## config.mk

```make
export PLATFORM = sky130hd
export DESIGN_NAME = door_position_estimator
export DESIGN_NICKNAME = d
export VERILOG_FILES = /design/src/hw/rtl/dpe_pkg.sv /design/src/hw/rtl/door_position_estimator.sv /design/src/hw/rtl/dpe_div.sv /design/src/hw/rtl/dpe_ctrl.sv /design/src/hw/rtl/dpe_dp.sv
export SDC_FILE = /design/constraint.sdc
export NUM_CORES = 2
export LEC_CHECK = 0
export BUFFER_PORTS_ARGS = -buffer_cell sky130_fd_sc_hd__buf_2
export CAP_MARGIN = 20
export CORE_ASPECT_RATIO = 1.5
export CORE_MARGIN = 3
export CORE_UTILIZATION = 55
export CTS_CLUSTER_DIAMETER = 200
export DETAILED_ROUTE_END_ITERATION = 8
export PLACE_DENSITY = 0.72
export SETUP_SLACK_MARGIN = 0.15
export SYNTH_ARGS = -nofsm -noshare
export SYNTH_HDL_FRONTEND = slang
export SYNTH_HIERARCHICAL = 1
export SYNTH_SLANG_ARGS = --single-unit
```

## constraint.sdc

```tcl
create_clock -name clk -period 19.2 [get_ports clk]
set_input_delay 1.92 -clock clk [delete_from_list [all_inputs] [get_ports clk]]
set_output_delay 1.92 -clock clk [all_outputs]
set_load 0.005 [all_outputs]
```

## src/hw/rtl/dpe_pkg.sv

```systemverilog
// Package for the door position estimator: operation codes, state codes,
// controller states and the command/status structs. No dependencies.
package dpe_pkg;

  localparam logic [1:0] OP_TICK   = 2'd0;
  localparam logic [1:0] OP_REPORT = 2'd1;
  localparam logic [1:0] OP_CMD    = 2'd2;

  localparam logic [2:0] DS_OPENING = 3'd0;
  localparam logic [2:0] DS_CLOSING = 3'd1;
  localparam logic [2:0] DS_OPEN    = 3'd2;
  localparam logic [2:0] DS_CLOSED  = 3'd3;
  localparam logic [2:0] DS_VENTING = 3'd4;
  localparam logic [2:0] DS_STOPPED = 3'd5;

  localparam logic [1:0] CMD_STOP   = 2'd0;
  localparam logic [1:0] CMD_TOGGLE = 2'd1;
  localparam logic [1:0] CMD_GOTO   = 2'd2;

  localparam logic [2:0] ACT_NONE    = 3'd0;
  localparam logic [2:0] ACT_STOP    = 3'd1;
  localparam logic [2:0] ACT_IMPULSE = 3'd2;
  localparam logic [2:0] ACT_OPEN    = 3'd3;
  localparam logic [2:0] ACT_CLOSE   = 3'd4;

  localparam logic [1:0] OPN_IDLE    = 2'd0;
  localparam logic [1:0] OPN_OPENING = 2'd1;
  localparam logic [1:0] OPN_CLOSING = 2'd2;

  localparam logic [1:0] REG_EST  = 2'd0;
  localparam logic [1:0] REG_CAL  = 2'd1;
  localparam logic [1:0] REG_OSEED = 2'd2;
  localparam logic [1:0] REG_CSEED = 2'd3;

  localparam int SEED_BITS = 18;
  localparam int PUBLISH_INTERVAL = 1000;
  localparam int SINCE_MAX = 1023;
  localparam int DEFAULT_SEED = 20000;
  localparam int TRAVEL_MIN = 2000;
  localparam int TRAVEL_MAX = 180000;

  typedef enum logic [2:0] {
    ST_IDLE,
    ST_MUL,
    ST_DIV,
    ST_APPLY,
    ST_BLEND,
    ST_OUT
  } dpe_state_t;

  // Controller to datapath.
  typedef struct packed {
    logic load;      // capture input word and do the simple update
    logic mul_go;    // form numerator for the division or the blend
    logic div_start; // start the divider
    logic apply;     // finish a tick with the quotient
    logic blend_go;  // finish a learned blend
    logic out_load;  // load the output register
  } dpe_cmd_t;

  // Datapath to controller.
  typedef struct packed {
    logic need_div;   // tick with estimation in motion
    logic need_blend; // learn event that blends
    logic div_busy;
  } dpe_status_t;

endpackage

```

## src/hw/rtl/door_position_estimator.sv

```systemverilog
// Top level of the door position estimator: controller plus datapath.
// Depends on dpe_pkg, dpe_ctrl, dpe_dp.
//
//   channel | signals                          | handshake
//   in      | op door_state command goal_pos.  | in_valid / in_ready
//   out     | drive_action ... close_time_ms   | out_valid / out_ready
//   cfg     | cfg_index cfg_data               | cfg_we, no wait
//
// One word at a time. Reports, commands and idle ticks pass through the IDLE,
// MUL and OUT states; a report that blends a learned duration adds a BLEND
// step. A tick in motion runs the divider, one quotient bit a cycle, in the
// DIV and APPLY states. Reset is synchronous.
// A stalled output holds the word until it is taken before the next is finished.
module door_position_estimator #(
  parameter int TIME_BITS     = 18,
  parameter int POSITION_BITS = 16
) (
  input  logic        clk,
  input  logic        rst,
  input  logic        cfg_we,
  input  logic [1:0]  cfg_index,
  input  logic [17:0] cfg_data,
  input  logic        in_valid,
  output logic        in_ready,
  input  logic [1:0]  op,
  input  logic [2:0]  door_state,
  input  logic [1:0]  command,
  input  logic [15:0] goal_position,
  output logic        out_valid,
  input  logic        out_ready,
  output logic [2:0]  drive_action,
  output logic [15:0] position_out,
  output logic [1:0]  operation_out,
  output logic        publish,
  output logic [17:0] open_time_ms,
  output logic [17:0] close_time_ms
);
  dpe_pkg::dpe_cmd_t    cmd;
  dpe_pkg::dpe_status_t status;

  dpe_ctrl u_ctrl (
    .clk(clk), .rst(rst), .in_valid(in_valid), .in_ready(in_ready),
    .out_valid(out_valid), .out_ready(out_ready), .status(status), .cmd(cmd)
  );

  dpe_dp #(.TIME_BITS(TIME_BITS), .POSITION_BITS(POSITION_BITS)) u_dp (
    .clk(clk), .rst(rst), .cfg_we(cfg_we), .cfg_index(cfg_index),
    .cfg_data(cfg_data), .op(op), .door_state(door_state), .command(command),
    .goal_position(goal_position), .cmd(cmd), .status(status),
    .out_valid(out_valid), .out_ready(out_ready), .drive_action(drive_action),
    .position_out(position_out), .operation_out(operation_out),
    .publish(publish), .open_time_ms(open_time_ms),
    .close_time_ms(close_time_ms)
  );
endmodule

```

## src/hw/rtl/dpe_div.sv

```systemverilog
// Restoring divider, one quotient bit per cycle.
// Depends on nothing but its parameters.
module dpe_div #(
  parameter int NUM_BITS = 34,
  parameter int DEN_BITS = 18
) (
  input  logic                clk,
  input  logic                rst,
  input  logic                start,
  input  logic [NUM_BITS-1:0] num,
  input  logic [DEN_BITS-1:0] den,
  output logic                busy,
  output logic [NUM_BITS-1:0] quo
);
  localparam int CNT_BITS = $clog2(NUM_BITS + 1);

  logic [NUM_BITS-1:0] q;
  logic [DEN_BITS:0]   rem;
  logic [DEN_BITS-1:0] d;
  logic [CNT_BITS-1:0] cnt;
  logic [DEN_BITS:0]   trial;

  assign trial = {rem[DEN_BITS-1:0], q[NUM_BITS-1]};
  assign quo   = q;

  // Shift-subtract iteration.
  always_ff @(posedge clk) begin
    if (rst) begin
      busy <= 1'b0;
      cnt  <= '0;
    end else if (start) begin
      busy <= 1'b1;
      cnt  <= CNT_BITS'(NUM_BITS);
      q    <= num;
      rem  <= '0;
      d    <= den;
    end else if (busy) begin
      if (trial >= {1'b0, d}) begin
        rem <= trial - {1'b0, d};
        q   <= {q[NUM_BITS-2:0], 1'b1};
      end else begin
        rem <= trial;
        q   <= {q[NUM_BITS-2:0], 1'b0};
      end
      cnt <= cnt - 1'b1;
      if (cnt == CNT_BITS'(1)) begin
        busy <= 1'b0;
      end
    end
  end
endmodule

```

## src/hw/rtl/dpe_ctrl.sv

```systemverilog
// Controller state machine for the door position estimator.
// Depends on dpe_pkg.
module dpe_ctrl (
  input  logic                clk,
  input  logic                rst,
  input  logic                in_valid,
  output logic                in_ready,
  input  logic                out_valid,
  input  logic                out_ready,
  input  dpe_pkg::dpe_status_t status,
  output dpe_pkg::dpe_cmd_t   cmd
);
  dpe_pkg::dpe_state_t state, state_next;

  always_ff @(posedge clk) begin
    if (rst) begin
      state <= dpe_pkg::ST_IDLE;
    end else begin
      state <= state_next;
    end
  end

  // Sequence one word at a time; the output register frees once taken.
  always_comb begin
    state_next = state;
    cmd = '0;
    in_ready = 1'b0;
    case (state)
      dpe_pkg::ST_IDLE: begin
        in_ready = 1'b1;
        if (in_valid) begin
          cmd.load = 1'b1;
          state_next = dpe_pkg::ST_MUL;
        end
      end
      dpe_pkg::ST_MUL: begin
        if (status.need_div) begin
          cmd.mul_go = 1'b1;
          state_next = dpe_pkg::ST_DIV;
        end else if (status.need_blend) begin
          cmd.mul_go = 1'b1;
          state_next = dpe_pkg::ST_BLEND;
        end else begin
          state_next = dpe_pkg::ST_OUT;
        end
      end
      dpe_pkg::ST_DIV: begin
        cmd.div_start = 1'b1;
        state_next = dpe_pkg::ST_APPLY;
      end
      dpe_pkg::ST_APPLY: begin
        if (!status.div_busy) begin
          cmd.apply = 1'b1;
          state_next = dpe_pkg::ST_OUT;
        end
      end
      dpe_pkg::ST_BLEND: begin
        if (!status.div_busy) begin
          cmd.blend_go = 1'b1;
          state_next = dpe_pkg::ST_OUT;
        end else begin
          state_next = dpe_pkg::ST_BLEND;
        end
      end
      dpe_pkg::ST_OUT: begin
        if (!out_valid || out_ready) begin
          cmd.out_load = 1'b1;
          state_next = dpe_pkg::ST_IDLE;
        end
      end
      default: state_next = dpe_pkg::ST_IDLE;
    endcase
  end
endmodule

```

## src/hw/rtl/dpe_dp.sv

```systemverilog
// Datapath of the door position estimator: state registers, the tick
// divider and the output register. Depends on dpe_pkg and dpe_div.
module dpe_dp #(
  parameter int TIME_BITS     = 18,
  parameter int POSITION_BITS = 16
) (
  input  logic                       clk,
  input  logic                       rst,
  input  logic                       cfg_we,
  input  logic [1:0]                 cfg_index,
  input  logic [17:0]                cfg_data,
  input  logic [1:0]                 op,
  input  logic [2:0]                 door_state,
  input  logic [1:0]                 command,
  input  logic [15:0]                goal_position,
  input  dpe_pkg::dpe_cmd_t          cmd,
  output dpe_pkg::dpe_status_t       status,
  output logic                       out_valid,
  input  logic                       out_ready,
  output logic [2:0]                 drive_action,
  output logic [15:0]                position_out,
  output logic [1:0]                 operation_out,
  output logic                       publish,
  output logic [17:0]                open_time_ms,
  output logic [17:0]                close_time_ms
);
  localparam int PB = POSITION_BITS;
  localparam int TB = TIME_BITS;
  localparam int NB = TB + PB;
  localparam logic [PB-1:0] POS_FULL = {PB{1'b1}};
  localparam logic [PB-1:0] POS_TENTH = PB'((2 ** PB - 1) / 10);
  localparam logic [TB-1:0] TIME_MAX = {TB{1'b1}};
  localparam logic [TB+1:0] DEF_SEED = (TB + 2)'(dpe_pkg::DEFAULT_SEED);
  // ceil(2^26 / 10); exact for sums below 2^26 / 6, which covers
  // 3 * 180000 + 7 * (2^18 - 1).
  localparam logic [22:0] TENTH_RECIP = 23'd6710887;

  // Configuration.
  logic est_en, auto_cal;
  logic [17:0] open_seed, close_seed;

  // Estimator state.
  logic [PB-1:0] cur_pos, start_pos, target_val;
  logic [1:0]    cur_op;
  logic          target_vld;
  logic [TB-1:0] elapsed;
  logic [9:0]    since_pub;
  logic [TB+1:0] open_dur, close_dur;
  logic          open_lrn, close_lrn;
  logic [2:0]    last_ds;

  // Per-word working registers.
  logic [2:0]    w_action;
  logic          w_pub;
  logic          w_div, w_blend, w_blend_open;
  logic [NB-1:0] num;
  logic [TB+1:0] den;
  logic          den_zero;
  logic          div_busy;
  logic [NB-1:0] quo;
  logic [NB+1:0] quo_w;
  logic [44:0]   blend_prod;

  // Values for the simple update.
  logic [2:0]    ds;
  logic [TB-1:0] el_inc;
  logic [9:0]    sp_inc;
  logic [TB+1:0] cur_dur;
  logic          learn_ok;
  logic [PB+4:0] start20;
  logic [PB+5:0] full19;

  assign ds      = (door_state > 3'd5) ? dpe_pkg::DS_STOPPED : door_state;
  assign el_inc  = (elapsed < TIME_MAX) ? elapsed + 1'b1 : elapsed;
  assign sp_inc  = (since_pub < 10'(dpe_pkg::SINCE_MAX)) ? since_pub + 1'b1 : since_pub;
  assign cur_dur = (cur_op == dpe_pkg::OPN_OPENING) ? open_dur : close_dur;
  assign start20 = (PB + 5)'(start_pos) * (PB + 5)'(20);
  assign full19  = (PB + 6)'(POS_FULL) * (PB + 6)'(19);
  assign learn_ok = auto_cal && (elapsed >= TB'(dpe_pkg::TRAVEL_MIN)) &&
                    ((TB + 1)'(elapsed) <= (TB + 1)'(dpe_pkg::TRAVEL_MAX));

  assign status.need_div   = w_div;
  assign status.need_blend = w_blend;
  assign status.div_busy   = div_busy;

  dpe_div #(.NUM_BITS(NB + 2), .DEN_BITS(TB + 2)) u_div (
    .clk  (clk),
    .rst  (rst),
    .start(cmd.div_start),
    .num  ({2'b00, num}),
    .den  (den),
    .busy (div_busy),
    .quo  (quo_w)
  );
  assign quo = quo_w[NB-1:0];

  // Blend over ten by reciprocal multiplication.
  assign blend_prod = 45'(num[21:0]) * 45'(TENTH_RECIP);

  // Tick completion values.
  logic [PB-1:0] frac;
  logic [PB:0]   up_sum;
  logic [PB-1:0] new_pos;
  logic          reached;
  always_comb begin
    if (den_zero || (quo_w > (NB + 2)'(POS_FULL))) begin
      frac = POS_FULL;
    end else begin
      frac = quo[PB-1:0];
    end
    up_sum = {1'b0, start_pos} + {1'b0, frac};
    if (cur_op == dpe_pkg::OPN_OPENING) begin
      new_pos = up_sum[PB] ? POS_FULL : up_sum[PB-1:0];
    end else begin
      new_pos = (start_pos > frac) ? start_pos - frac : '0;
    end
    reached = target_vld &&
      (((cur_op == dpe_pkg::OPN_OPENING) && (new_pos >= target_val)) ||
       ((cur_op == dpe_pkg::OPN_CLOSING) && (new_pos <= target_val)));
  end

  function automatic logic [TB+1:0] seed_of(input logic [17:0] s, input logic cal);
    if (s == '0 && cal) begin
      return DEF_SEED;
    end
    return (TB + 2)'(s);
  endfunction

  // Main state update.
  always_ff @(posedge clk) begin
    if (rst) begin
      est_en <= 1'b1; auto_cal <= 1'b0;
      open_seed <= '0; close_seed <= '0;
      cur_pos <= '0; start_pos <= '0; target_val <= '0;
      cur_op <= dpe_pkg::OPN_IDLE; target_vld <= 1'b0;
      elapsed <= '0; since_pub <= '0;
      open_dur <= '0; close_dur <= '0;
      open_lrn <= 1'b0; close_lrn <= 1'b0;
      last_ds <= dpe_pkg::DS_STOPPED;
      w_div <= 1'b0; w_blend <= 1'b0; w_blend_open <= 1'b0;
      w_action <= '0; w_pub <= 1'b0;
      out_valid <= 1'b0;
    end else begin
      // The user makes configuration writes only while idle; the block does not enforce it.
      if (cfg_we) begin
        case (cfg_index)
          dpe_pkg::REG_EST: est_en <= cfg_data[0];
          dpe_pkg::REG_CAL: begin
            auto_cal <= cfg_data[0];
            if (!open_lrn) open_dur <= seed_of(open_seed, cfg_data[0]);
            if (!close_lrn) close_dur <= seed_of(close_seed, cfg_data[0]);
          end
          dpe_pkg::REG_OSEED: begin
            open_seed <= cfg_data;
            open_dur <= seed_of(cfg_data, auto_cal);
            open_lrn <= 1'b0;
          end
          dpe_pkg::REG_CSEED: begin
            close_seed <= cfg_data;
            close_dur <= seed_of(cfg_data, auto_cal);
            close_lrn <= 1'b0;
          end
          default: ;
        endcase
      end

      // Word capture and the updates that need no division.
      if (cmd.load) begin
        w_action <= dpe_pkg::ACT_NONE;
        w_pub <= 1'b0;
        w_div <= 1'b0;
        w_blend <= 1'b0;
        case (op)
          dpe_pkg::OP_TICK: begin
            elapsed <= el_inc;
            since_pub <= sp_inc;
            w_div <= est_en && (cur_op != dpe_pkg::OPN_IDLE);
          end
          dpe_pkg::OP_REPORT: begin
            w_pub <= (ds != last_ds) ||
                     (ds != dpe_pkg::DS_OPENING && ds != dpe_pkg::DS_CLOSING) ||
                     (ds == dpe_pkg::DS_OPENING && cur_op != dpe_pkg::OPN_OPENING) ||
                     (ds == dpe_pkg::DS_CLOSING && cur_op != dpe_pkg::OPN_CLOSING);
            if ((ds != last_ds) ||
                (ds != dpe_pkg::DS_OPENING && ds != dpe_pkg::DS_CLOSING) ||
                (ds == dpe_pkg::DS_OPENING && cur_op != dpe_pkg::OPN_OPENING) ||
                (ds == dpe_pkg::DS_CLOSING && cur_op != dpe_pkg::OPN_CLOSING)) begin
              since_pub <= '0;
            end
            last_ds <= ds;
            case (ds)
              dpe_pkg::DS_OPENING: begin
                if (cur_op != dpe_pkg::OPN_OPENING) begin
                  elapsed <= '0; start_pos <= cur_pos;
                end
                cur_op <= dpe_pkg::OPN_OPENING;
              end
              dpe_pkg::DS_CLOSING: begin
                if (cur_op != dpe_pkg::OPN_CLOSING) begin
                  elapsed <= '0; start_pos <= cur_pos;
                end
                cur_op <= dpe_pkg::OPN_CLOSING;
              end
              dpe_pkg::DS_OPEN: begin
                if (cur_op == dpe_pkg::OPN_OPENING && learn_ok &&
                    !((PB + 5)'(start20) > (PB + 5)'(POS_FULL))) begin
                  if (open_lrn) begin
                    w_blend <= 1'b1; w_blend_open <= 1'b1;
                  end else begin
                    open_dur <= (TB + 2)'(elapsed);
                  end
                  open_lrn <= 1'b1;
                end
                cur_op <= dpe_pkg::OPN_IDLE;
                cur_pos <= POS_FULL;
                target_vld <= 1'b0;
              end
              dpe_pkg::DS_CLOSED: begin
                if (cur_op == dpe_pkg::OPN_CLOSING && learn_ok &&
                    !((PB + 6)'(start20) < full19)) begin
                  if (close_lrn) begin
                    w_blend <= 1'b1; w_blend_open <= 1'b0;
                  end else begin
                    close_dur <= (TB + 2)'(elapsed);
                  end
                  close_lrn <= 1'b1;
                end
                cur_op <= dpe_pkg::OPN_IDLE;
                cur_pos <= '0;
                target_vld <= 1'b0;
              end
              default: begin
                cur_op <= dpe_pkg::OPN_IDLE;
                if (!est_en) cur_pos <= POS_TENTH;
                target_vld <= 1'b0;
              end
            endcase
          end
          dpe_pkg::OP_CMD: begin
            case (command)
              dpe_pkg::CMD_STOP: begin
                target_vld <= 1'b0; w_action <= dpe_pkg::ACT_STOP;
              end
              dpe_pkg::CMD_TOGGLE: w_action <= dpe_pkg::ACT_IMPULSE;
              dpe_pkg::CMD_GOTO: begin
                if ({1'b0, goal_position} >= 17'(POS_FULL)) begin
                  target_vld <= 1'b0; w_action <= dpe_pkg::ACT_OPEN;
                end else if (goal_position == '0) begin
                  target_vld <= 1'b0; w_action <= dpe_pkg::ACT_CLOSE;
                end else if (est_en && (PB'(goal_position) > cur_pos)) begin
                  target_vld <= 1'b1; target_val <= PB'(goal_position);
                  w_action <= dpe_pkg::ACT_OPEN;
                end else if (est_en && (PB'(goal_position) < cur_pos)) begin
                  target_vld <= 1'b1; target_val <= PB'(goal_position);
                  w_action <= dpe_pkg::ACT_CLOSE;
                end
              end
              default: ;
            endcase
          end
          default: ;
        endcase
      end

      // Numerator: elapsed * full scale, or the blend sum.
      if (cmd.mul_go) begin
        if (w_div) begin
          num <= NB'(elapsed) * NB'(POS_FULL);
          den <= cur_dur;
          den_zero <= (cur_dur == '0);
        end else begin
          num <= NB'(elapsed) * NB'(3) +
                 NB'(w_blend_open ? open_dur : close_dur) * NB'(7);
        end
      end

      // Tick completion with the quotient.
      if (cmd.apply) begin
        cur_pos <= new_pos;
        if (reached) begin
          target_vld <= 1'b0;
          w_action <= dpe_pkg::ACT_STOP;
          w_pub <= 1'b1;
        end else if (since_pub >= 10'(dpe_pkg::PUBLISH_INTERVAL)) begin
          since_pub <= '0;
          w_pub <= 1'b1;
        end
      end

      if (cmd.blend_go) begin
        if (w_blend_open) open_dur <= (TB + 2)'(blend_prod[44:26]);
        else close_dur <= (TB + 2)'(blend_prod[44:26]);
      end

      // Output register.
      if (cmd.out_load) begin
        out_valid <= 1'b1;
        drive_action <= w_action;
        position_out <= 16'(cur_pos);
        operation_out <= cur_op;
        publish <= w_pub;
        open_time_ms <= open_dur[17:0];
        close_time_ms <= close_dur[17:0];
      end else if (out_ready) begin
        out_valid <= 1'b0;
      end
    end
  end
endmodule
```

==> results <==
- For the pin with the worst max-slew slack, the measured transition is between 1 and 1.5 ns.
- The maximum clock rate is between 100 and 150 MHz.
- Measured along the y axis, the die boundary spans 318 um.
- Detailed routing inserted a total of 27500 vias.
- For this block, the routed nets add up to 104000 um of wire.
- The critical path capture point type is a flip-flop.
- In the routed design, unresolved DRC markers number 0.
- The count of endpoints failing hold in the final timing report is 0.
- The clock net in this run drives a total of 369 sinks.
- Counting along the longest clock path gives a buffer depth of 3.
- The final cell count without fillers is approximately 4600.
- Counting flops and latches in the post-synthesis netlist gives 369.
- The total half-perimeter wirelength after legalization and detailed placement is 83600 um.
- Setup repair after global routing left no endpoint under its margin.
- The share of synthesized registers carrying an async set or reset is 0.
- In the synthesized netlist the dominant register cell turns out to be sky130_fd_sc_hd__edfxtp_1.
- The count of buffers added on input and output ports is 107.
- The biggest area contributor in the post-synthesis netlist is sky130_fd_sc_hd__fa_1.
- The area of the mapped netlist is approximately 36000 um2.
- Once layout is complete, the utilization of the core stands at 0.602.
- The post-CTS setup repair buffer count is 0.
- Synthesis produced 3647 cells.
- Before CTS, the worst setup slack after placement is roughly 12 ns.
- Hold timing on the final database bottoms out at a slack of 0.419 ns.
- The via count of the first global-routing pass is roughly 28000.
- The total non-filler cell area in the finished layout is between 30000 and 40000 um2.
- The data arrival time of the critical path is 7.63 ns.
- The routed wirelength normalized by instance count is around 23 um.
- Hold repair after CTS inserted 0 buffers.
- The max-capacitance violation count is 0.
- The width of the chip is roughly 210 um.
- The core area is roughly 64000 um2.
- The maximum number of pins on one net before global-route repair is 64.
- The path type of the worst min-delay path is flip-flop to flip-flop.
- The number of rows created at floorplan is approximately 110.
- The pre-antenna-repair detailed-routing pass consisted of 8 iterations.
- IR analysis of the VDD net gives a maximum drop of roughly 0.061 mV.
- The flow ran to the end, and the final reports show no timing, DRC or antenna violations.
- Power spread over the standard cell area amounts to 51.0 nW/um2.
- The worst setup margin is 12.06 ns.
- The critical path in this run is classified as flip-flop to flip-flop.
- Summed over all cells, the static leakage comes to 17.8 nW.
- Along the worst path, the maximum fanout reaches 6.
- Routability-driven placement finished with a final weighted congestion of 1.01.
- The H-tree generated during clock tree synthesis spans 2 levels.
- The number of antenna violations at the first check in global routing is 1.
- The relative area change from synthesis to final layout is 7.78%.
- The sequential share of the synthesized area is 0.260.
- Of the post-synthesis cell area, the dominant cell type holds 0.192.
- For this run, the total global-route usage over all layers was measured as 0.307.
- The total placed instance area is 37000 um2.
- The post-route fraction of the period consumed by the critical path is 0.372.
- Of the cells placed in the final design, the portion with a size suffix greater than 1 is 0.0850.
- The cell at the root of the clock tree is sky130_fd_sc_hd__clkbuf_16.
- The number of gates resized after cts is 0.
- The residual overflow from global routing is 0.
- approximately 110 I/O pins were placed.
- The total inserted antenna cells is 0.
- Including well taps, the total number of placed cells is 4528.
- The synthesized area per cell is between 9 and 10 um2.
- The clock tree from TritonCTS is built.
- The DRC violation total after the first TritonRoute iteration is between 2000 and 2500.
- The CTS clock-pin slew for the worst setup and hold paths is roughly 0.070 ns.
- The first global-routing pass estimated 160000 um of wire.
- The largest clock skew in the final design is about 0.023 ns.
- The setup violation total in the final timing report is 0.
- Setup total negative slack on the finished layout was measured at 0 ns.
- The remaining antenna violation count is 0.
- After synthesis, the cell types taking the most area are sky130_fd_sc_hd__fa_1 19%, sky130_fd_sc_hd__ha_1 16%, sky130_fd_sc_hd__edfxtp_1 16%.
- At the later pin of the worst-skew pair, clock insertion delay measures 0.59 ns.
- The final critical delay including setup and external delays is slightly above 7 ns.
- The initial utilization of the core area, before any placement, comes to 0.559.
- The number of flops mapped to enable cells by yosys is 189.
- The worst pin sits at a relative slew slack of 0.270.
- The via-per-instance ratio is approximately 6.
- The number of nets in the layout is 4561.
- The netlist uses 103 different library cells.
- The die footprint is 67900 um2.
- The design draws 1.96 mW.
- For this run, the number of Yosys warnings is 6.
- The final number of max-transition violations came to 0.
- The number of clock buffers added by TritonCTS is 40.
- The critical path startpoint category is a flip-flop.
- STA puts the critical path data required time at 19.70 ns.
## placed cells by master, fill, tap and decap left out, types with 51 or more instances in the layout
cell type                  count
sky130_fd_sc_hd__inv_1       516
sky130_fd_sc_hd__ha_1        462
sky130_fd_sc_hd__fa_1        342
sky130_fd_sc_hd__nand2_1     291
sky130_fd_sc_hd__a21oi_1     237
sky130_fd_sc_hd__edfxtp_1    189
sky130_fd_sc_hd__nor2_1      184
sky130_fd_sc_hd__dfxtp_1     179
sky130_fd_sc_hd__o21ai_0     148
sky130_fd_sc_hd__buf_2       106
sky130_fd_sc_hd__xnor2_1      74
sky130_fd_sc_hd__a21o_1       58
sky130_fd_sc_hd__mux2_2       56
sky130_fd_sc_hd__nand2b_1     55
sky130_fd_sc_hd__nand3_1      53
sky130_fd_sc_hd__mux2i_1      51
## per-layer routing
layer,global-route usage,part of all wire,up-vias
met5,0,0.00011,-
met3,0.0401,0.052,420
li1,-,-,12700
met2,0.534,0.51,999
met1,0.337,0.34,13400
met4,0.231,0.095,2
## worst paths after layout
| path | start | endpoint | slack (ns) | cells after the start |
|---|---|---|---|---|
| setup / recovery | u_dp/num[5] | u_dp/open_dur[17] | 12.06 | 21 |
| hold / removal | u_dp/den[6] | u_dp/u_div/d[6] | 0.42 | 0 |
| setup reg to reg | u_dp/num[5] | u_dp/open_dur[17] | 12.06 | 21 |
| hold reg to reg | u_dp/den[6] | u_dp/u_div/d[6] | 0.42 | 0 |
## flip-flops by register name, summed over array words and instances, names as in the netlist, 18 cells and up
register            flops
u_dp/close_dur         20
u_dp/close_seed        18
u_dp/close_time_ms     18
u_dp/den               20
u_dp/elapsed           18
u_dp/num               34
u_dp/open_dur          20
u_dp/open_seed         18
u_dp/open_time_ms      18
u_dp/u_div/d           20
u_dp/u_div/quo         36
u_dp/u_div/rem         20
## cells in the mapped netlist (9+ instances only)
cell                        instances
sky130_fd_sc_hd__ha_1             462
sky130_fd_sc_hd__and3_1            19
sky130_fd_sc_hd__nand4_1           42
sky130_fd_sc_hd__xnor2_1           74
sky130_fd_sc_hd__o21a_1            29
sky130_fd_sc_hd__a21o_1            58
sky130_fd_sc_hd__mux2_2            56
sky130_fd_sc_hd__nor2b_1           31
sky130_fd_sc_hd__xor2_1            39
sky130_fd_sc_hd__o211ai_1          27
sky130_fd_sc_hd__nand2_1          291
sky130_fd_sc_hd__o2bb2ai_1          9
sky130_fd_sc_hd__a211oi_1          18
sky130_fd_sc_hd__a21oi_1          237
sky130_fd_sc_hd__mux2i_1           51
sky130_fd_sc_hd__nor3b_1            9
sky130_fd_sc_hd__or3_1             11
sky130_fd_sc_hd__or2_2             17
sky130_fd_sc_hd__nand2b_1          55
sky130_fd_sc_hd__dfxtp_1          180
sky130_fd_sc_hd__and4_1             9
sky130_fd_sc_hd__a31oi_1           22
sky130_fd_sc_hd__nand3_1           53
sky130_fd_sc_hd__buf_1             12
sky130_fd_sc_hd__o31ai_1           12
sky130_fd_sc_hd__nor4_1            33
sky130_fd_sc_hd__inv_1            516
sky130_fd_sc_hd__o21ai_0          148
sky130_fd_sc_hd__nor2_1           185
sky130_fd_sc_hd__clkbuf_1          83
sky130_fd_sc_hd__and2_1            24
sky130_fd_sc_hd__a22oi_1           20
sky130_fd_sc_hd__o21bai_1          27
sky130_fd_sc_hd__nor3_1            50
sky130_fd_sc_hd__o22ai_1           31
sky130_fd_sc_hd__fa_1             342
sky130_fd_sc_hd__edfxtp_1         189
sky130_fd_sc_hd__a221oi_1          10
## critical path, stage by stage, from the launching register on
cell and delay [ns]:
sky130_fd_sc_hd__edfxtp_1 0.47, sky130_fd_sc_hd__inv_1 0.08, sky130_fd_sc_hd__ha_1 0.33, sky130_fd_sc_hd__fa_1 0.58, sky130_fd_sc_hd__inv_1 0.10, sky130_fd_sc_hd__fa_1 0.53, sky130_fd_sc_hd__fa_1 0.58, sky130_fd_sc_hd__inv_1 0.08
sky130_fd_sc_hd__fa_1 0.53, sky130_fd_sc_hd__inv_1 0.05, sky130_fd_sc_hd__fa_1 0.57, sky130_fd_sc_hd__fa_1 0.43, sky130_fd_sc_hd__ha_1 0.34, sky130_fd_sc_hd__a21oi_1 0.13, sky130_fd_sc_hd__o21ai_0 0.12, sky130_fd_sc_hd__o311a_1 0.52
sky130_fd_sc_hd__o31ai_2 0.57, sky130_fd_sc_hd__o211ai_1 0.28, sky130_fd_sc_hd__a21oi_1 0.23, sky130_fd_sc_hd__xor2_1 0.11, sky130_fd_sc_hd__or2_2 0.28, sky130_fd_sc_hd__a21oi_1 0.13
## cell type report
cell class,instances,area [um2]
fillers,5448,25400
multi-input cells,2648,23900
flip-flops and latches,369,9280
inverters,516,1940
clock buffers,50,1080
well taps,862,1080
repair buffers,134,741
clock inverters,23,349
## cells by family after synthesis
family          synth area share
other cells             0.000105
compound gates             0.139
xor+xnor                  0.0278
simple gates               0.117
fa+ha+maj                  0.354
mux                       0.0325
buf+inv                   0.0693
flops                      0.260
## power breakdown
group	internal, mW	switching (mW)
registers	0.843	0.0214
logic	0.0913	0.154
clock network	0.500	0.347
total	1.43	0.523
(Power assumes the default switching activity.)
